==> config.mk <==
export PLATFORM = sky130hd
export DESIGN_NAME = lru_key_value_cache
export DESIGN_NICKNAME = d
export VERILOG_FILES = /design/src/rtl/core/lkvc_pkg.sv /design/src/rtl/core/lru_key_value_cache.sv
export VERILOG_INCLUDE_DIRS = /design/src /design/src/rtl/core
export SDC_FILE = /design/constraint.sdc
export NUM_CORES = 1
export LEC_CHECK = 0
export BUFFER_PORTS_ARGS = -buffer_cell sky130_fd_sc_hd__buf_2
export CORE_ASPECT_RATIO = 1.5
export CORE_MARGIN = 4
export CORE_UTILIZATION = 35
export DETAILED_ROUTE_END_ITERATION = 10
export HOLD_SLACK_MARGIN = 0.02
export PLACE_DENSITY = 0.51
export SETUP_SLACK_MARGIN = 0.05
export SLEW_MARGIN = 20
export SYNTH_ARGS = -nofsm -noshare
export SYNTH_HDL_FRONTEND = slang
export SYNTH_SLANG_ARGS = --single-unit
==> constraint.sdc <==
create_clock -name clk -period 10.8 [get_ports clk]
set_clock_uncertainty 0.1 [all_clocks]
set_input_delay 0.54 -clock clk [delete_from_list [all_inputs] [get_ports clk]]
set_output_delay 0.54 -clock clk [all_outputs]
set_load 0.01 [all_outputs]
==> src/rtl/core/lru_key_value_cache_defines.svh <==
// Assertion macros for the LRU key/value cache RTL.
// Define ASSERT_OFF to compile every check away; no other dependencies.
`ifndef LRU_KEY_VALUE_CACHE_DEFINES_SVH
`define LRU_KEY_VALUE_CACHE_DEFINES_SVH

`ifndef ASSERT_OFF
// Same-cycle implication, checked out of reset
`define LKVC_ASSERT_IMPL(label, clk, rst_n, ante, cons, msg) \
	label: assert property (@(posedge clk) disable iff (!rst_n) (ante) |-> (cons)) \
		else $error(msg);
// Next-cycle implication, checked out of reset
`define LKVC_ASSERT_NEXT(label, clk, rst_n, ante, cons, msg) \
	label: assert property (@(posedge clk) disable iff (!rst_n) (ante) |=> (cons)) \
		else $error(msg);
`else
`define LKVC_ASSERT_IMPL(label, clk, rst_n, ante, cons, msg)
`define LKVC_ASSERT_NEXT(label, clk, rst_n, ante, cons, msg)
`endif

`endif

==> src/rtl/core/lkvc_pkg.sv <==
// Shared constants for the LRU key/value cache.
// No dependencies; imported by lru_key_value_cache and its testbench.
package lkvc_pkg;

	// Capacity register
	localparam int unsigned CAP_BITS = 5;
	localparam logic [CAP_BITS-1:0] CAP_RESET = 5'd16;

	// Action codes
	localparam logic ACT_GET = 1'b0;
	localparam logic ACT_PUT = 1'b1;

endpackage

==> src/rtl/core/lru_key_value_cache.sv <==
// LRU key/value cache: one get or put per transfer, one result per item. Each item passes
// through the scan, drain, resolve and finish states before the next input transfer: one
// key comparator walks the key memory one entry per cycle in the scan state, the drain state
// compares the last entry read, the resolve state picks the hit, victim or free slot and
// updates the recency ranks, the finish state loads the result register, and the block is
// then idle and takes the next transfer. The input stalls while an item is in flight, and
// for longer while a finished result waits for a full, stalled output register; a finished
// result may wait in the output register while the next item is taken. The capacity
// register is written only while idle.
// Depends on lkvc_pkg and lru_key_value_cache_defines.svh.
`include "lru_key_value_cache_defines.svh"

module lru_key_value_cache
	import lkvc_pkg::*;
#(
	parameter int ENTRIES    = 16,
	parameter int KEY_BITS   = 16,
	parameter int VALUE_BITS = 31
) (
	input  logic                  clk,
	input  logic                  arst_n,
	// capacity register write
	input  logic                  cfg_valid,
	output logic                  cfg_ready,
	input  logic [CAP_BITS-1:0]   capacity_in_use,
	// request channel
	input  logic                  in_valid,
	output logic                  in_stall,
	input  logic                  action,
	input  logic [KEY_BITS-1:0]   lookup_key,
	input  logic [VALUE_BITS-1:0] new_value,
	// result channel
	output logic                  out_valid,
	input  logic                  out_stall,
	output logic                  hit,
	output logic [VALUE_BITS-1:0] read_value,
	output logic                  evicted
);

	localparam int IDX_BITS  = $clog2(ENTRIES);
	localparam int RANK_BITS = $clog2(ENTRIES);
	localparam int OCC_BITS  = $clog2(ENTRIES + 1);

	localparam logic [IDX_BITS-1:0] LAST_IDX = IDX_BITS'(ENTRIES - 1);

	localparam logic [2:0] ST_IDLE    = 3'd0;
	localparam logic [2:0] ST_SCAN    = 3'd1;
	localparam logic [2:0] ST_DRAIN   = 3'd2;
	localparam logic [2:0] ST_RESOLVE = 3'd3;
	localparam logic [2:0] ST_FINISH  = 3'd4;

	logic [2:0]            state_q;
	logic [CAP_BITS-1:0]   cap_q;
	logic [OCC_BITS-1:0]   occ_q;
	logic [ENTRIES-1:0]    valid_q;
	logic [RANK_BITS-1:0]  rank_q [ENTRIES];

	logic [KEY_BITS-1:0]   key_mem [ENTRIES];
	logic [VALUE_BITS-1:0] val_mem [ENTRIES];

	// latched request
	logic                  act_q;
	logic [KEY_BITS-1:0]   key_q;
	logic [VALUE_BITS-1:0] val_q;

	// scan pipeline
	logic [IDX_BITS-1:0]   rd_idx_q;
	logic                  cmp_vld_s1;
	logic [IDX_BITS-1:0]   idx_s1;
	logic [KEY_BITS-1:0]   key_rd_s1;

	// scan results
	logic                  found_q;
	logic [IDX_BITS-1:0]   found_idx_q;
	logic [RANK_BITS-1:0]  found_rank_q;
	logic                  free_found_q;
	logic [IDX_BITS-1:0]   free_idx_q;
	logic                  vict_any_q;
	logic [IDX_BITS-1:0]   vict_idx_q;
	logic [RANK_BITS-1:0]  vict_rank_q;

	// resolved outcome
	logic                  res_hit_q;
	logic                  res_ev_q;
	logic                  res_rd_q;
	logic [VALUE_BITS-1:0] val_rd_q;

	// output register
	logic                  out_valid_q;
	logic                  hit_q;
	logic                  evicted_q;
	logic [VALUE_BITS-1:0] read_value_q;

	logic                  in_xfer;
	logic                  out_load;
	logic [OCC_BITS-1:0]   cap_eff;
	logic                  is_put;
	logic                  cmp_v;
	logic [RANK_BITS-1:0]  cmp_r;

	// resolve decisions
	logic                  upd_en;
	logic                  upd_all;
	logic [IDX_BITS-1:0]   upd_slot;
	logic [RANK_BITS-1:0]  upd_old;
	logic                  wr_key;
	logic                  wr_val;
	logic                  set_valid;
	logic                  do_evict;

	assign in_stall   = (state_q != ST_IDLE);
	assign in_xfer    = in_valid && !in_stall;
	assign cfg_ready  = (state_q == ST_IDLE);
	assign out_valid  = out_valid_q;
	assign hit        = hit_q;
	assign evicted    = evicted_q;
	assign read_value = read_value_q;
	assign out_load   = (state_q == ST_FINISH) && (!out_valid_q || !out_stall);
	assign is_put     = (act_q == ACT_PUT);

	// Clamp the capacity to 1..ENTRIES
	always_comb begin
		if (cap_q == '0) begin
			cap_eff = OCC_BITS'(1);
		end else if (32'(cap_q) > ENTRIES) begin
			cap_eff = OCC_BITS'(ENTRIES);
		end else begin
			cap_eff = OCC_BITS'(cap_q);
		end
	end

	assign cmp_v = valid_q[idx_s1];
	assign cmp_r = rank_q[idx_s1];

	// Pick the slot to touch once the scan is done
	always_comb begin
		upd_en    = 1'b0;
		upd_all   = 1'b0;
		upd_slot  = found_idx_q;
		upd_old   = found_rank_q;
		wr_key    = 1'b0;
		wr_val    = 1'b0;
		set_valid = 1'b0;
		do_evict  = 1'b0;
		if (state_q == ST_RESOLVE) begin
			if (found_q) begin
				upd_en = 1'b1;
				wr_val = is_put;
			end else if (is_put && (occ_q >= cap_eff)) begin
				if (vict_any_q) begin
					upd_en   = 1'b1;
					upd_slot = vict_idx_q;
					upd_old  = vict_rank_q;
					wr_key   = 1'b1;
					wr_val   = 1'b1;
					do_evict = 1'b1;
				end
			end else if (is_put && free_found_q) begin
				upd_en    = 1'b1;
				upd_all   = 1'b1;
				upd_slot  = free_idx_q;
				wr_key    = 1'b1;
				wr_val    = 1'b1;
				set_valid = 1'b1;
			end
		end
	end

	// Sequencer
	always_ff @(posedge clk or negedge arst_n) begin
		if (!arst_n) begin
			state_q    <= ST_IDLE;
			rd_idx_q   <= '0;
			cmp_vld_s1 <= 1'b0;
		end else begin
			case (state_q)
				ST_IDLE: begin
					if (in_xfer) begin
						state_q  <= ST_SCAN;
						rd_idx_q <= '0;
					end
				end
				ST_SCAN: begin
					cmp_vld_s1 <= 1'b1;
					if (rd_idx_q == LAST_IDX) begin
						state_q <= ST_DRAIN;
					end else begin
						rd_idx_q <= rd_idx_q + 1'b1;
					end
				end
				ST_DRAIN: begin
					cmp_vld_s1 <= 1'b0;
					state_q    <= ST_RESOLVE;
				end
				ST_RESOLVE: begin
					state_q <= ST_FINISH;
				end
				ST_FINISH: begin
					if (out_load) begin
						state_q <= ST_IDLE;
					end
				end
				default: begin
					state_q    <= ST_IDLE;
					cmp_vld_s1 <= 1'b0;
				end
			endcase
		end
	end

	// Latch the request and advance the scan read stage
	always_ff @(posedge clk) begin
		if (in_xfer) begin
			act_q <= action;
			key_q <= lookup_key;
			val_q <= new_value;
		end
		if (state_q == ST_SCAN) begin
			key_rd_s1 <= key_mem[rd_idx_q];
			idx_s1    <= rd_idx_q;
		end
	end

	// Shared key comparator plus free-slot and oldest-entry tracking
	always_ff @(posedge clk or negedge arst_n) begin
		if (!arst_n) begin
			found_q      <= 1'b0;
			free_found_q <= 1'b0;
			vict_any_q   <= 1'b0;
		end else if (in_xfer) begin
			found_q      <= 1'b0;
			free_found_q <= 1'b0;
			vict_any_q   <= 1'b0;
		end else if (cmp_vld_s1) begin
			if (cmp_v && (key_rd_s1 == key_q) && !found_q) begin
				found_q <= 1'b1;
			end
			if (!cmp_v && !free_found_q) begin
				free_found_q <= 1'b1;
			end
			if (cmp_v && (!vict_any_q || (cmp_r > vict_rank_q))) begin
				vict_any_q <= 1'b1;
			end
		end
	end

	// Payload of the scan results
	always_ff @(posedge clk) begin
		if (cmp_vld_s1) begin
			if (cmp_v && (key_rd_s1 == key_q) && !found_q) begin
				found_idx_q  <= idx_s1;
				found_rank_q <= cmp_r;
			end
			if (!cmp_v && !free_found_q) begin
				free_idx_q <= idx_s1;
			end
			if (cmp_v && (!vict_any_q || (cmp_r > vict_rank_q))) begin
				vict_idx_q  <= idx_s1;
				vict_rank_q <= cmp_r;
			end
		end
	end

	// Key memory: read during the scan, written on insert
	always_ff @(posedge clk) begin
		if (wr_key) begin
			key_mem[upd_slot] <= key_q;
		end
	end

	// Value memory: read and written while resolving
	always_ff @(posedge clk) begin
		if (state_q == ST_RESOLVE) begin
			val_rd_q <= val_mem[found_idx_q];
		end
		if (wr_val) begin
			val_mem[upd_slot] <= val_q;
		end
	end

	// Valid bits, occupancy and capacity register
	always_ff @(posedge clk or negedge arst_n) begin
		if (!arst_n) begin
			valid_q <= '0;
			occ_q   <= '0;
			cap_q   <= CAP_RESET;
		end else begin
			if (cfg_valid && cfg_ready) begin
				cap_q <= capacity_in_use;
			end
			if (set_valid) begin
				valid_q[upd_slot] <= 1'b1;
				occ_q             <= occ_q + 1'b1;
			end
		end
	end

	// Recency ranks: touched slot goes to zero, younger entries age by one
	for (genvar gi = 0; gi < ENTRIES; gi++) begin : g_rank
		always_ff @(posedge clk or negedge arst_n) begin
			if (!arst_n) begin
				rank_q[gi] <= '0;
			end else if (upd_en) begin
				if (upd_slot == IDX_BITS'(gi)) begin
					rank_q[gi] <= '0;
				end else if (valid_q[gi] && (upd_all || (rank_q[gi] < upd_old))) begin
					rank_q[gi] <= rank_q[gi] + 1'b1;
				end
			end
		end
	end

	// Register the outcome
	always_ff @(posedge clk) begin
		if (state_q == ST_RESOLVE) begin
			res_hit_q <= found_q;
			res_ev_q  <= do_evict;
			res_rd_q  <= found_q && !is_put;
		end
	end

	// Output register: hold until the result transfer completes
	always_ff @(posedge clk or negedge arst_n) begin
		if (!arst_n) begin
			out_valid_q <= 1'b0;
		end else if (out_load) begin
			out_valid_q <= 1'b1;
		end else if (out_valid_q && !out_stall) begin
			out_valid_q <= 1'b0;
		end
	end

	always_ff @(posedge clk) begin
		if (out_load) begin
			hit_q        <= res_hit_q;
			evicted_q    <= res_ev_q;
			read_value_q <= res_rd_q ? val_rd_q : '0;
		end
	end

	// Checks
	`LKVC_ASSERT_IMPL(a_occ_matches_valid, clk, arst_n, 1'b1, $countones(valid_q) == 32'(occ_q), "occupancy differs from valid count")
	`LKVC_ASSERT_IMPL(a_hit_no_evict, clk, arst_n, out_valid_q, !(hit_q && evicted_q), "eviction reported on a hit")
	`LKVC_ASSERT_IMPL(a_value_needs_hit, clk, arst_n, out_valid_q && (read_value_q != '0), hit_q && !evicted_q, "read value without get hit")
	`LKVC_ASSERT_NEXT(a_accept_starts_scan, clk, arst_n, in_xfer, (state_q == ST_SCAN) && (rd_idx_q == '0), "accepted item did not start a scan")

endmodule

Yosys cells after proc, flatten, opt, wreduce, memory -nomap -nowiden
Memory sizes are Yosys's and may differ from the RTL's. A register that Yosys moved wholly into a read port is not among the register bits.
Cells that the tools add are included.
{"block": "word_totals", "ram_bits": 752, "ff_bits": 210, "mem_count": 2, "inputBits": 58, "out_inout_bits": 36}
{"block": "classes", "reduce_logical": 106, "n_eq_ne": 25, "n_mux": 85, "order_cmp": 23, "bitwise_logic": 3, "addsub": 18}
{"name": "val_mem", "words": 16, "width": 31, "rd": 1, "rd_ports_with_merged_regs": 1, "write_ports": 1, "line": "lru_key_value_cache.sv:59", "rtl": "logic [VALUE_BITS-1:0] val_mem [ENTRIES];"}
{"name": "key_mem", "words": 16, "width": 16, "rd": 1, "rd_ports_with_merged_regs": 1, "write_ports": 1, "line": "lru_key_value_cache.sv:58", "rtl": "logic [KEY_BITS-1:0] key_mem [ENTRIES];"}
{"operator": "two-way mux 4 bit", "n": 45}
{"operator": "adder 4 x 1 -> 4 bit, second input constant", "n": 17}
{"operator": "less-than comparator 4 bit", "n": 16}
{"operator": "AND reduction 2 bit", "n": 22}
{"operator": "nonzero test 2 bit", "n": 22}
{"operator": "== test 4 bit, second input constant", "n": 9}
{"operator": "two-way mux 1 bit", "n": 29}
{"operator": "logical AND 1 bit", "n": 28}
{"operator": "logical OR 1 bit", "n": 18}
{"operator": "binary-select mux 4 bit (select 4 bit)", "n": 1}
{"operator": "== test 16 bit", "n": 1}
{"operator": "== test 4 x 3 -> 1 bit, second input constant", "n": 4}
{"operator": "bitwise OR 16 bit", "n": 1}
{"operator": "one-hot mux 3 bit (5 select lines)", "n": 1}
{"operator": "less-than comparator 4 x 5 -> 1 bit, second input constant", "n": 2}
{"operator": "two-way mux 5 bit", "n": 2}
{"operator": "two-way mux 3 bit", "n": 3}
{"operator": "== test 4 x 2 -> 1 bit, second input constant", "n": 2}
{"operator": "zero test 1 bit", "n": 8}
{"operator": "one-hot mux 4 bit (2 select lines)", "n": 1}
{"operator": "== test 3 x 2 -> 1 bit, second input constant", "n": 2}
{"operator": "!= test 2 bit, second input constant", "n": 3}
{"operator": "AND reduction 3 bit", "n": 2}
{"operator": "adder 5 x 1 -> 5 bit, second input constant", "n": 1}
{"operator": "other kinds (20)", "n": 20}

Logic depth before layout (Yosys ltp)
Gate-level depths: netlist of the first run.
{"block": "logic_depth", "word_depth": 13, "mapped_depth": 17}

Least setup slack after synthesis of the first run
OpenSTA, ideal clock, no wires.
{"block": "synth_timing", "path_type": "register to register", "start": "register cap_q[4]", "end": "memory val_mem[10][0], enable pin", "t_required_ns": 10.242, "arrival_ns": 4.556, "path_stages_with_launch": 10, "setup_slack_ns": 5.686, "path_cell_list": "dfstp_2 -> inv_1 -> ha_1 -> a21oi_1 -> o21ai_0 -> o21a_1 -> o22ai_1 -> buf_2 -> nand4_1 -> nor3_1"}
{"block": "synth_between", "elab_chain_len": 10}
{"item": "start, declared", "line": "lru_key_value_cache.sv:53", "rtl": "logic [CAP_BITS-1:0] cap_q;"}
{"item": "start signal, assigned", "line": "lru_key_value_cache.sv:289", "rtl": "cap_q <= capacity_in_use;"}
{"item": "> comparator 5 bit", "line": "lru_key_value_cache.sv:125", "rtl": "end else if (32'(cap_q) > ENTRIES) begin"}
{"item": "two-way mux 5 bit", "line": "lru_key_value_cache.sv:125"}
{"item": "two-way mux 5 bit (*)", "line": "lru_key_value_cache.sv:123", "rtl": "if (cap_q == '0) begin"}
{"item": "greater-or-equal comparator 5 bit (*)", "line": "lru_key_value_cache.sv:149", "rtl": "end else if (is_put && (occ_q >= cap_eff)) begin"}
{"item": "logical AND 1 bit (*)", "line": "lru_key_value_cache.sv:149"}
{"item": "two-way mux 1 bit", "line": "lru_key_value_cache.sv:149"}
{"item": "two-way mux 1 bit", "line": "lru_key_value_cache.sv:146", "rtl": "if (found_q) begin"}
{"item": "two-way mux 1 bit", "line": "lru_key_value_cache.sv:145", "rtl": "if (state_q == ST_RESOLVE) begin"}
{"item": "two-way mux 1 bit", "line": "lru_key_value_cache.sv:276", "rtl": "if (wr_val) begin"}
{"item": "two-way mux 1 bit (implied by the code)", "line": "lru_key_value_cache.sv:277", "rtl": "val_mem[upd_slot] <= val_q;"}
{"item": "end, declared", "line": "lru_key_value_cache.sv:59"}
Mark *: on every way between the ends. The rest lies on a longest branch, timed or not.

Worst setup path in the final report of the first run
{"block": "layout_timing", "start": "register cap_q[1]", "end": "memory key_mem[1][8], enable pin"}
{"block": "layout_between", "elab_chain_len": 10}
{"item": "> comparator 5 bit", "line": "lru_key_value_cache.sv:125"}
{"item": "two-way mux 5 bit", "line": "lru_key_value_cache.sv:125"}
{"item": "two-way mux 5 bit (*)", "line": "lru_key_value_cache.sv:123"}
{"item": "greater-or-equal comparator 5 bit (*)", "line": "lru_key_value_cache.sv:149"}
{"item": "logical AND 1 bit (*)", "line": "lru_key_value_cache.sv:149"}
{"item": "two-way mux 1 bit", "line": "lru_key_value_cache.sv:149"}
{"item": "two-way mux 1 bit", "line": "lru_key_value_cache.sv:146"}
{"item": "two-way mux 1 bit", "line": "lru_key_value_cache.sv:145"}
{"item": "two-way mux 1 bit", "line": "lru_key_value_cache.sv:266", "rtl": "if (wr_key) begin"}
{"item": "two-way mux 1 bit (implied by the code)", "line": "lru_key_value_cache.sv:267", "rtl": "key_mem[upd_slot] <= key_q;"}
{"item": "end, declared", "line": "lru_key_value_cache.sv:58"}
Marked as above.

==> results of run 1 <==
state kept, by name, indices dropped and copies added (netlist names), 5 cells and up:
signal	count
read_value	31
occ_q	5
valid_q	16
key_mem	256
val_q	31
val_mem	496
rank_q	64
key_q	16
val_rd_q	31
key_rd_s1	16
cap_q	5
per-layer routing:
metal / track usage, % / vias to the layer above / share of wire (%)
li1: - / 8836 / -
met1: 19.3 / 10900 / 39
met2: 29.4 / 491 / 54
met3: 2.23 / 164 / 3.8
met4: 6.08 / 0 / 3.5
met5: 0 / - / 0
power by group:
group | switching [mW] | internal (mW)
clock network | 1.51 | 1.97
registers | 0.218 | 4.50
logic | 0.494 | 0.470
worst paths after layout:
path	from	to	slack, ns	cells after the start
hold / removal	capacity_in_use[0]	cap_q[0]	0.09	2
min in group asynchronous	arst_n	rank_q[4]	0.31	2
setup reg to reg	cap_q[1]	key_mem[1][8]	5.51	11
hold reg to reg	res_hit_q	hit	0.33	0
max in group asynchronous	arst_n	rd_idx_q[0]	8.88	3
setup / recovery	cap_q[1]	key_mem[1][8]	5.51	11
area by class of cell:
| class | count | area, µm² | area share (%) |
|---|---|---|---|
| clock buffers | 121 | 2600 | 5.49 |
| clock inverters | 62 | 684 | 1.45 |
| inverters | 31 | 116 | 0.246 |
| multi-input cells | 895 | 10800 | 22.7 |
| flip-flops and latches | 1009 | 29800 | 62.9 |
| well taps | 1550 | 1940 | 4.10 |
| repair buffers | 203 | 1450 | 3.07 |
layout by cell type, fill, tap and decap left out, types with 18 or more instances in the layout:
master | synthesis | routed
sky130_fd_sc_hd__edfxtp_1 | 907 | 907
sky130_fd_sc_hd__mux4_2 | 260 | 260
sky130_fd_sc_hd__clkbuf_16 | 0 | 100
sky130_fd_sc_hd__dfrtp_1 | 101 | 99
sky130_fd_sc_hd__buf_2 | 13 | 92
sky130_fd_sc_hd__ha_1 | 75 | 75
sky130_fd_sc_hd__nor2_1 | 85 | 55
sky130_fd_sc_hd__buf_4 | 3 | 55
sky130_fd_sc_hd__dlygate4sd3_1 | 0 | 54
sky130_fd_sc_hd__o21ai_0 | 46 | 46
sky130_fd_sc_hd__nand2_1 | 36 | 36
sky130_fd_sc_hd__and2_1 | 36 | 35
sky130_fd_sc_hd__nand3_1 | 33 | 33
sky130_fd_sc_hd__inv_1 | 31 | 31
sky130_fd_sc_hd__a21oi_1 | 30 | 29
sky130_fd_sc_hd__xor2_1 | 26 | 26
sky130_fd_sc_hd__o211ai_1 | 23 | 23
sky130_fd_sc_hd__nand4_1 | 20 | 20
sky130_fd_sc_hd__a21o_1 | 19 | 19
sky130_fd_sc_hd__clkbuf_1 | 54 | 19
sky130_fd_sc_hd__o21a_1 | 18 | 18
stage by stage:
| step | cells | worst slack, ns |
|---|---|---|
| 2_1_floorplan | 2027 | 5.69 |
| 3_3_place_gp | 3633 | 5.50 |
| 3_5_place_dp | 3634 | 5.45 |
| 4_1_cts | 3871 | 5.47 |
| 5_1_grt | 3871 | 5.14 |
| 6_report | 3871 | 5.51 |
critical path, cell delays in order (launching register included):
cell and delay, ns:
sky130_fd_sc_hd__dfrtp_1 0.40, sky130_fd_sc_hd__nor3_1 0.22, sky130_fd_sc_hd__nor2_1 0.07, sky130_fd_sc_hd__nor2_1 0.11, sky130_fd_sc_hd__ha_1 0.25, sky130_fd_sc_hd__nor2b_1 0.15, sky130_fd_sc_hd__o21a_1 0.22, sky130_fd_sc_hd__o2111a_4 0.55
sky130_fd_sc_hd__a21oi_4 0.23, sky130_fd_sc_hd__a221oi_4 0.94, sky130_fd_sc_hd__nand4_1 0.66, sky130_fd_sc_hd__nor2_2 1.01
repair_timing:
item                      4_1_cts  5_1_grt
gates resized for setup         0        0
hold buffers                   54        0
hold endpoints to repair       95        0
buffers inserted                0        0
cells by family (layout without fill, tap and decap cells):
family / after synthesis / in the layout / share of synthesized area [%]
buffers and inverters: 123 / 417 / 1.25
DFF: 1009 / 1009 / 73.0
muxes: 286 / 286 / 15.0
AOI/OAI and AO/OA: 233 / 233 / 4.05
adders and majority gates: 75 / 75 / 2.30
and+or+nand+nor: 271 / 271 / 3.74
xor gates and xnor gates: 30 / 30 / 0.644
==> results.json, run 1 <==
{
  "asyncSetResetFlopFracSynth_pct": 10.1,
  "grt_first_pass_wirelength_um": 146000,
  "grt_max_degree": 68,
  "yosys_warnings": 0,
  "power_mw": 9.16,
  "syn-instance-count": 2027,
  "clock_insertion_delay_worst_skew_ns": 0.69,
  "first_pass_iters": 7,
  "ys_top_cells_by_count": "sky130_fd_sc_hd__edfxtp_1 (907), sky130_fd_sc_hd__mux4_2 (260), sky130_fd_sc_hd__dfrtp_1 (101)",
  "max_slew_margin_pct": 24.5,
  "1st_iter_drt_viols": 1403,
  "setup.worst_path.end_class": "flip-flop",
  "via_count_of_the_first_global_routing_pass": 22300,
  "final_routed_wirelength_um": 97800,
  "avgSynthCellArea_um2": 20.1,
  "total_of_flip_flops_plus_latches_after_synthesis": 1009,
  "die_height_um": 426,
  "antenna_found_initial": 2,
  "yosys.cell_count.top_type": "sky130_fd_sc_hd__edfxtp_1",
  "netlist.area_leader.share_pct": 66.7,
  "globalplace.congestion": 0.824,
  "fp.coreArea_um2": 116000,
  "ys_top_cells_by_area": "sky130_fd_sc_hd__edfxtp_1 (67%), sky130_fd_sc_hd__mux4_2 (14%), sky130_fd_sc_hd__dfrtp_1 (6.2%)",
  "wl_per_cell_um": 25.3,
  "power.density_nw_per_um2": 194,
  "timing.final.crit_share_pct": 49.0,
  "run_status": "finished, final reports clean",
  "dpl_cell_area_um2": 43500,
  "drc": 0,
  "areaGrowthSynthToFinish_pct": 16.0,
  "final-max-slew-violation-count": 0,
  "vias_per_cell": 5.28,
  "floorplan_die_area_um2": 122000,
  "irDropWorstVdd_uv": 173,
  "worst_tran_pin_value_ns": 1.12,
  "timing.setup.critical_path_class": "reg2reg",
  "synthesis.area_um2": 40800,
  "setup_violations": 0,
  "finished_layout_cell_area_um2": 47300,
  "antenna_violating_nets_post_route": 0,
  "place_hpwl_um": 57600,
  "power_leakage_nw": 15.9,
  "max_cap_violations": 0,
  "htree_num_levels": 3,
  "clk_root_buffer_cell": "sky130_fd_sc_hd__clkbuf_16",
  "synthesis.nets": 2160,
  "final_period_minus_worst_setup_slack_ns": 5.29,
  "yosysUniqueCellTypes": 67,
  "drive_above_1_share_pct": 27.6,
  "final_hold_viol_count": 0,
  "clk_path_buf_depth": 3,
  "critPathRequiredTime_ns": 11.00,
  "whs_ns": 0.0864,
  "antenna-diode-count": 0,
  "grt_overflow_total": 0,
  "unrepaired_setup_endpoints_after_global_routing": "no",
  "cts_num_sinks": 1009,
  "detailroute.via_count": 20400,
  "hold_path.class": "in2reg",
  "tritoncts.num_buffers": 99,
  "clk_transition_reported_paths_ns": 0.06,
  "n_fill_cell": 10200,
  "fmaxAchievable_ghz": 0.189,
  "synth_enable_flop_cells": 907,
  "initial_standard_cell_utilization_of_the_core_pct": 35.2,
  "largest_area_contributor_in_the_synthesized_netlist": "sky130_fd_sc_hd__edfxtp_1",
  "synth_seq_area_share_pct": 73.0,
  "synth_top_flop_cell": "sky130_fd_sc_hd__edfxtp_1",
  "io-pin-count": 94,
  "critPathArrivalTime_ns": 5.49,
  "num-nets-final": 2372,
  "placement_rows": 153,
  "port_buffers": 93,
  "timing.setup.tns_ns": 0,
  "die_width_um": 287,
  "cp_max_fo": 32,
  "critical_path.startpoint_type": "flip-flop",
  "cts_tree": "built",
  "track_usage_pct": 16.1,
  "post-route-util_pct": 40.9
}
Note: power is estimated with default switching activity, not from simulation.
==> run 2: changes to the inputs <==
==> constraint.sdc (replaced) <==
create_clock -name clk -period 5.4 [get_ports clk]
set_clock_uncertainty 0.1 [all_clocks]
set_input_delay 0.27 -clock clk [delete_from_list [all_inputs] [get_ports clk]]
set_output_delay 0.27 -clock clk [all_outputs]
set_load 0.01 [all_outputs]
==> run 2 against run 1 <==
Net effect:
- first-iteration DRC count grew 15%
- worst hold slack lost 0.0018 ns
- worst setup slack lost 4.8 ns
- design area is essentially flat
- combinational power grew 90%
- maximum frequency grew 14%
- sequential share of layout area is essentially flat
- die area is the same
==> results.json, run 2 (synthesized netlist as in run 1, its figures left out) <==
{
  "final_period_minus_worst_setup_slack_ns": 4.65,
  "detailedPlace.worstSlack_ns": 0.830,
  "power_leakage_nw": 15.9,
  "unrepaired_setup_endpoints_after_global_routing": "no",
  "finished_layout_cell_area_um2": 47300,
  "first_pass_iters": 6,
  "final_routed_wirelength_um": 100000,
  "globalplace.congestion": 0.805,
  "final-max-slew-violation-count": 0,
  "dpl_cell_area_um2": 43700,
  "1st_iter_drt_viols": 1619,
  "worst_tran_pin_value_ns": 1.11,
  "initial_standard_cell_utilization_of_the_core_pct": 35.2,
  "cts_tree": "built",
  "htree_num_levels": 3,
  "drive_above_1_share_pct": 27.9,
  "max_cap_violations": 0,
  "timing.setup.critical_path_class": "reg2reg",
  "cts_resized": 0,
  "timing.final.crit_share_pct": 86.1,
  "antenna_found_initial": 0,
  "placement_rows": 153,
  "timing.setup.tns_ns": 0,
  "register_with_the_highest_flop_count": "val_mem",
  "hold_path.class": "in2reg",
  "antenna-diode-count": 0,
  "antenna_violating_nets_post_route": 0,
  "die_height_um": 426,
  "drc": 0,
  "irDropWorstVdd_uv": 268,
  "postCtsHoldBufs": 57,
  "setup.worst_path.end_class": "flip-flop",
  "mostFrequentLayoutCells": "sky130_fd_sc_hd__edfxtp_1 (907), sky130_fd_sc_hd__mux4_2 (260), sky130_fd_sc_hd__clkbuf_16 (100)",
  "setup_violations": 0,
  "grt_max_degree": 85,
  "post-route-util_pct": 40.9,
  "cp_max_fo": 12,
  "tritoncts.num_buffers": 99,
  "die_width_um": 287,
  "post-cts-setup-buffers": 0,
  "timing.final.ws_setup_ns": 0.753,
  "num-nets-final": 2395,
  "vias_per_cell": 5.31,
  "via_count_of_the_first_global_routing_pass": 22400,
  "critical_path.startpoint_type": "flip-flop",
  "most_common_cell_after_layout_fill_and_taps_aside": "sky130_fd_sc_hd__edfxtp_1",
  "place_hpwl_um": 57500,
  "io-pin-count": 94,
  "max_slew_margin_pct": 25.8,
  "clk_path_buf_depth": 3,
  "clock_insertion_delay_worst_skew_ns": 0.71,
  "largest_reg_flops": 496,
  "clk_root_buffer_cell": "sky130_fd_sc_hd__clkbuf_16",
  "grt_first_pass_wirelength_um": 149000,
  "power.density_nw_per_um2": 381,
  "critPathArrivalTime_ns": 5.13,
  "fmaxAchievable_ghz": 0.215,
  "run_status": "finished, final reports clean",
  "critPathRequiredTime_ns": 5.88,
  "wl_per_cell_um": 25.8,
  "track_usage_pct": 16.5,
  "grt_overflow_total": 0,
  "cts_num_sinks": 1009,
  "detailroute.via_count": 20600,
  "areaGrowthSynthToFinish_pct": 16.0,
  "fp.coreArea_um2": 116000,
  "clk_transition_reported_paths_ns": 0.06,
  "largest_registers": "val_mem (496), key_mem (256), rank_q (64)",
  "final_hold_viol_count": 0,
  "floorplan_die_area_um2": 122000,
  "port_buffers": 93
}
run 2: changes by cell type in the layout (fill, tap and decap cells not counted), sizes merged:
cell / change
buf: +20
inv: -3
clkbuf: +8
clkinvlp: -5
bufinv: -7
dlygate4sd3: +3
run 2: layer usage:
layer	vias to the layer above	share of wire, %	routed length (µm)	track usage (%)
li1	8874	-	-	-
met1	11100	40	40000	20.3
met2	476	54	54000	30.0
met3	151	3.7	3690	2.30
met4	0	2.6	2630	5.15
met5	-	0	0	0
run 2: layout make-up:
type / instances / area, µm²
clock buffer: 129 / 2680
clock inverter: 47 / 439
fill: 10200 / 68500
inverter: 31 / 116
multi-input combinational: 895 / 10700
sequential: 1009 / 29800
tap: 1550 / 1940
timing repair buffer: 226 / 1660
run 2: worst paths after layout:
check	to	cells past startpoint	slack (ns)	start
setup / recovery	rank_q[55]	15	0.75	cap_q[4]
hold / removal	cap_q[0]	3	0.08	cfg_valid
setup reg to reg	rank_q[55]	15	0.75	cap_q[4]
hold reg to reg	hit	0	0.33	res_hit_q
max in group asynchronous	rd_idx_q[0]	3	3.92	arst_n
min in group asynchronous	rank_q[17]	2	0.16	arst_n
run 2: metrics by stage:
stage	instances	hold WS [ns]	power [mW]
global placement	3654	0.310	11.5
detailed placement	3654	0.314	11.5
finish	3887	0.0846	18.0
global route	3887	0.0673	18.8
CTS	3887	0.0267	18.3
floorplan	2027	-0.126	10.8
run 2: worst max-delay path: stages (launching register included):
cell and delay (ns):
sky130_fd_sc_hd__dfstp_2 0.53, sky130_fd_sc_hd__inv_1 0.08, sky130_fd_sc_hd__ha_1 0.32, sky130_fd_sc_hd__a21oi_1 0.36
sky130_fd_sc_hd__nor2_1 0.11, sky130_fd_sc_hd__a21o_1 0.28, sky130_fd_sc_hd__nand2_1 0.23, sky130_fd_sc_hd__mux2i_2 0.40
sky130_fd_sc_hd__buf_4 0.32, sky130_fd_sc_hd__ha_1 0.28, sky130_fd_sc_hd__a211oi_1 0.23, sky130_fd_sc_hd__nand2_1 0.09
sky130_fd_sc_hd__a211oi_1 0.36, sky130_fd_sc_hd__o21ai_0 0.26, sky130_fd_sc_hd__or3_1 0.41, sky130_fd_sc_hd__a21oi_1 0.14
run 2: where the power goes:
group	switching (mW)	total (mW)	internal, mW
combinational	0.878	1.83	0.953
clock	3.00	6.66	3.67
sequential	0.528	9.53	9.00
==> run 3: changes to the inputs <==
--- a/config.mk
+++ b/config.mk
@@ -11,6 +11,7 @@
 export CORE_MARGIN = 4
 export CORE_UTILIZATION = 35
 export DETAILED_ROUTE_END_ITERATION = 10
+export GPL_TIMING_DRIVEN = 0
 export HOLD_SLACK_MARGIN = 0.02
 export PLACE_DENSITY = 0.51
 export SETUP_SLACK_MARGIN = 0.05
==> run 3 against run 2 <==
Net effect:
- cell count increased by 2.2%
- clock power increased by 2%
- critical path depth down 1
- clock-buffer cell count down 7
- highest routed layer unchanged
==> results.json, run 3 (synthesized netlist as in run 1, its figures left out) <==
{
  "cts_num_sinks": 1009,
  "via_count_of_the_first_global_routing_pass": 22500,
  "detailroute.via_count": 21000,
  "clk_root_buffer_cell": "sky130_fd_sc_hd__clkbuf_16",
  "io-pin-count": 94,
  "clk_transition_reported_paths_ns": 0.06,
  "largest_registers": "val_mem (496), key_mem (256), rank_q (64)",
  "cell_by_cell_listing_of_the_critical_path": "nor3_1 -> nor2_1 -> nor2_1 -> ha_1 -> nor2b_1 -> o21a_1 -> o211ai_1 -> a21boi_0 -> o21a_1 -> clkbuf_2 -> nand2b_1 -> clkbuf_2 -> nor2_4 -> buf_16",
  "final-max-slew-violation-count": 0,
  "grt_max_degree": 67,
  "place_hpwl_um": 70300,
  "critical-path-max-stage-delay_ns": 0.59,
  "hold_path.class": "in2reg",
  "port_buffers": 93,
  "drive_above_1_share_pct": 27.9,
  "drc": 0,
  "floorplan_die_area_um2": 122000,
  "1st_iter_drt_viols": 1602,
  "first_pass_iters": 5,
  "antenna_found_initial": 0,
  "critical_path_s_top_delay_family": "simple AND/OR/NAND/NOR gates",
  "die_width_um": 287,
  "clock_insertion_delay_worst_skew_ns": 0.72,
  "antenna_violating_nets_post_route": 0,
  "power_leakage_nw": 16.4,
  "cts_tree": "built",
  "mostFrequentLayoutCells": "sky130_fd_sc_hd__edfxtp_1 (907), sky130_fd_sc_hd__mux4_2 (260), sky130_fd_sc_hd__buf_2 (111)",
  "register_with_the_highest_flop_count": "val_mem",
  "setup_violations": 0,
  "final_routed_wirelength_um": 106000,
  "most_common_cell_after_layout_fill_and_taps_aside": "sky130_fd_sc_hd__edfxtp_1",
  "max_cap_violations": 0,
  "num-nets-final": 2476,
  "timing.setup.critical_path_class": "reg2reg",
  "critical_path.startpoint_type": "flip-flop",
  "final_hold_viol_count": 0,
  "cp_max_fo": 13,
  "power.density_nw_per_um2": 376,
  "areaGrowthSynthToFinish_pct": 19.2,
  "run_status": "finished, final reports clean",
  "final_period_minus_worst_setup_slack_ns": 5.06,
  "placement_rows": 153,
  "fp.coreArea_um2": 116000,
  "htree_num_levels": 3,
  "worst_tran_pin_value_ns": 1.08,
  "critical-path-slowest-cell": "sky130_fd_sc_hd__nor2_4",
  "globalplace.congestion": 0.848,
  "critPathArrivalTime_ns": 5.36,
  "crit_buf_inv": 3,
  "power_mw": 18.3,
  "critPathRequiredTime_ns": 5.70,
  "max_slew_margin_pct": 27.7,
  "n_fill_cell": 10100,
  "grt_first_pass_wirelength_um": 154000,
  "grt_overflow_total": 0,
  "fmaxAchievable_ghz": 0.198,
  "largest_reg_flops": 496,
  "vias_per_cell": 5.28,
  "unrepaired_setup_endpoints_after_global_routing": "no",
  "setup.worst_path.end_class": "flip-flop",
  "die_height_um": 426,
  "post-route-util_pct": 42.0,
  "clk_path_buf_depth": 3,
  "initial_standard_cell_utilization_of_the_core_pct": 35.2,
  "tritoncts.num_buffers": 98,
  "wl_per_cell_um": 26.7,
  "timing.final.crit_share_pct": 93.7,
  "irDropWorstVdd_uv": 271,
  "antenna-diode-count": 0,
  "track_usage_pct": 17.4
}
[run 3: cell types whose count changed in the layout (fill, tap and decap cells not counted), sizes merged]
cell         change
buf             +22
dlygate4sd3      +2
clkinvlp         -1
clkinv           +7
clkbuf          +51
bufinv           +4
inv              +2
[run 3: final cells by class]
type	instances	area (µm²)	share of cell area, %
Timing Repair Buffer	216	2390	4.92
Multi-Input combinational cell	895	10800	22.2
Sequential cell	1009	29800	61.2
Tap cell	1550	1940	3.99
Clock inverter	59	546	1.12
Buffer	92	428	0.880
Inverter	31	116	0.239
Clock buffer	122	2620	5.39
[run 3: timing repair]
item | CTS | global route
hold endpoints to repair | 165 | 0
hold buffers | 60 | 0
resized for setup | 1 | 1
setup endpoints to repair | 309 | 7
buffers inserted | 3 | 0
pin swaps | 2 | 0
[run 3: metal layers]
metal  vias to the layer above  GRT usage [%]  wire [µm]
li1                       9053              -          -
met1                     11100           20.2      39600
met2                       640           32.1      57500
met3                       188           2.77       4980
met4                         0           6.87       3960
met5                         -              0          0
[run 3: power by group]
part	internal, mW	switching [mW]	leakage [nW]
clock network	3.80	3.00	1.54
registers	9.00	0.355	9.57
logic	0.978	1.17	5.26
total	13.8	4.53	16.4
[run 3: metrics by stage]
| step | setup TNS (ns) | cells | worst slack, ns | instance area, µm² | hold WS (ns) |
|---|---|---|---|---|---|
| after detailed placement | -69.74 | 3730 | -0.438 | 44800 | 0.114 |
| after global placement | -1279.95 | 3670 | -4.04 | 43200 | 0.314 |
| final | 0 | 3974 | 0.338 | 48600 | 0.110 |
| after global routing | 0 | 3974 | 0.0652 | 48600 | 0.123 |
| after CTS | 0 | 3974 | 0.0500 | 48600 | 0.0646 |
| after floorplan | 0 | 2027 | 0.286 | 40800 | -0.126 |
[run 3: worst min-delay path, cell delays in order]
cell	delay [ns]
sky130_fd_sc_hd__buf_2	0.07
sky130_fd_sc_hd__and2_1	0.12
sky130_fd_sc_hd__clkbuf_1	0.24
sky130_fd_sc_hd__mux2_2	0.20
[run 3: path summary, 6_finish.rpt]
path / startpoint / end / slack (ns) / cells past startpoint
max in group asynchronous: arst_n / cap_q[4] / 4.23 / 4
min in group asynchronous: arst_n / valid_q[13] / 0.54 / 4
max reg2reg: cap_q[1] / val_mem[1][18] / 0.34 / 14
min reg2reg: res_ev_q / evicted / 0.32 / 0
max: cap_q[1] / val_mem[1][18] / 0.34 / 14
min: cfg_valid / cap_q[0] / 0.11 / 4
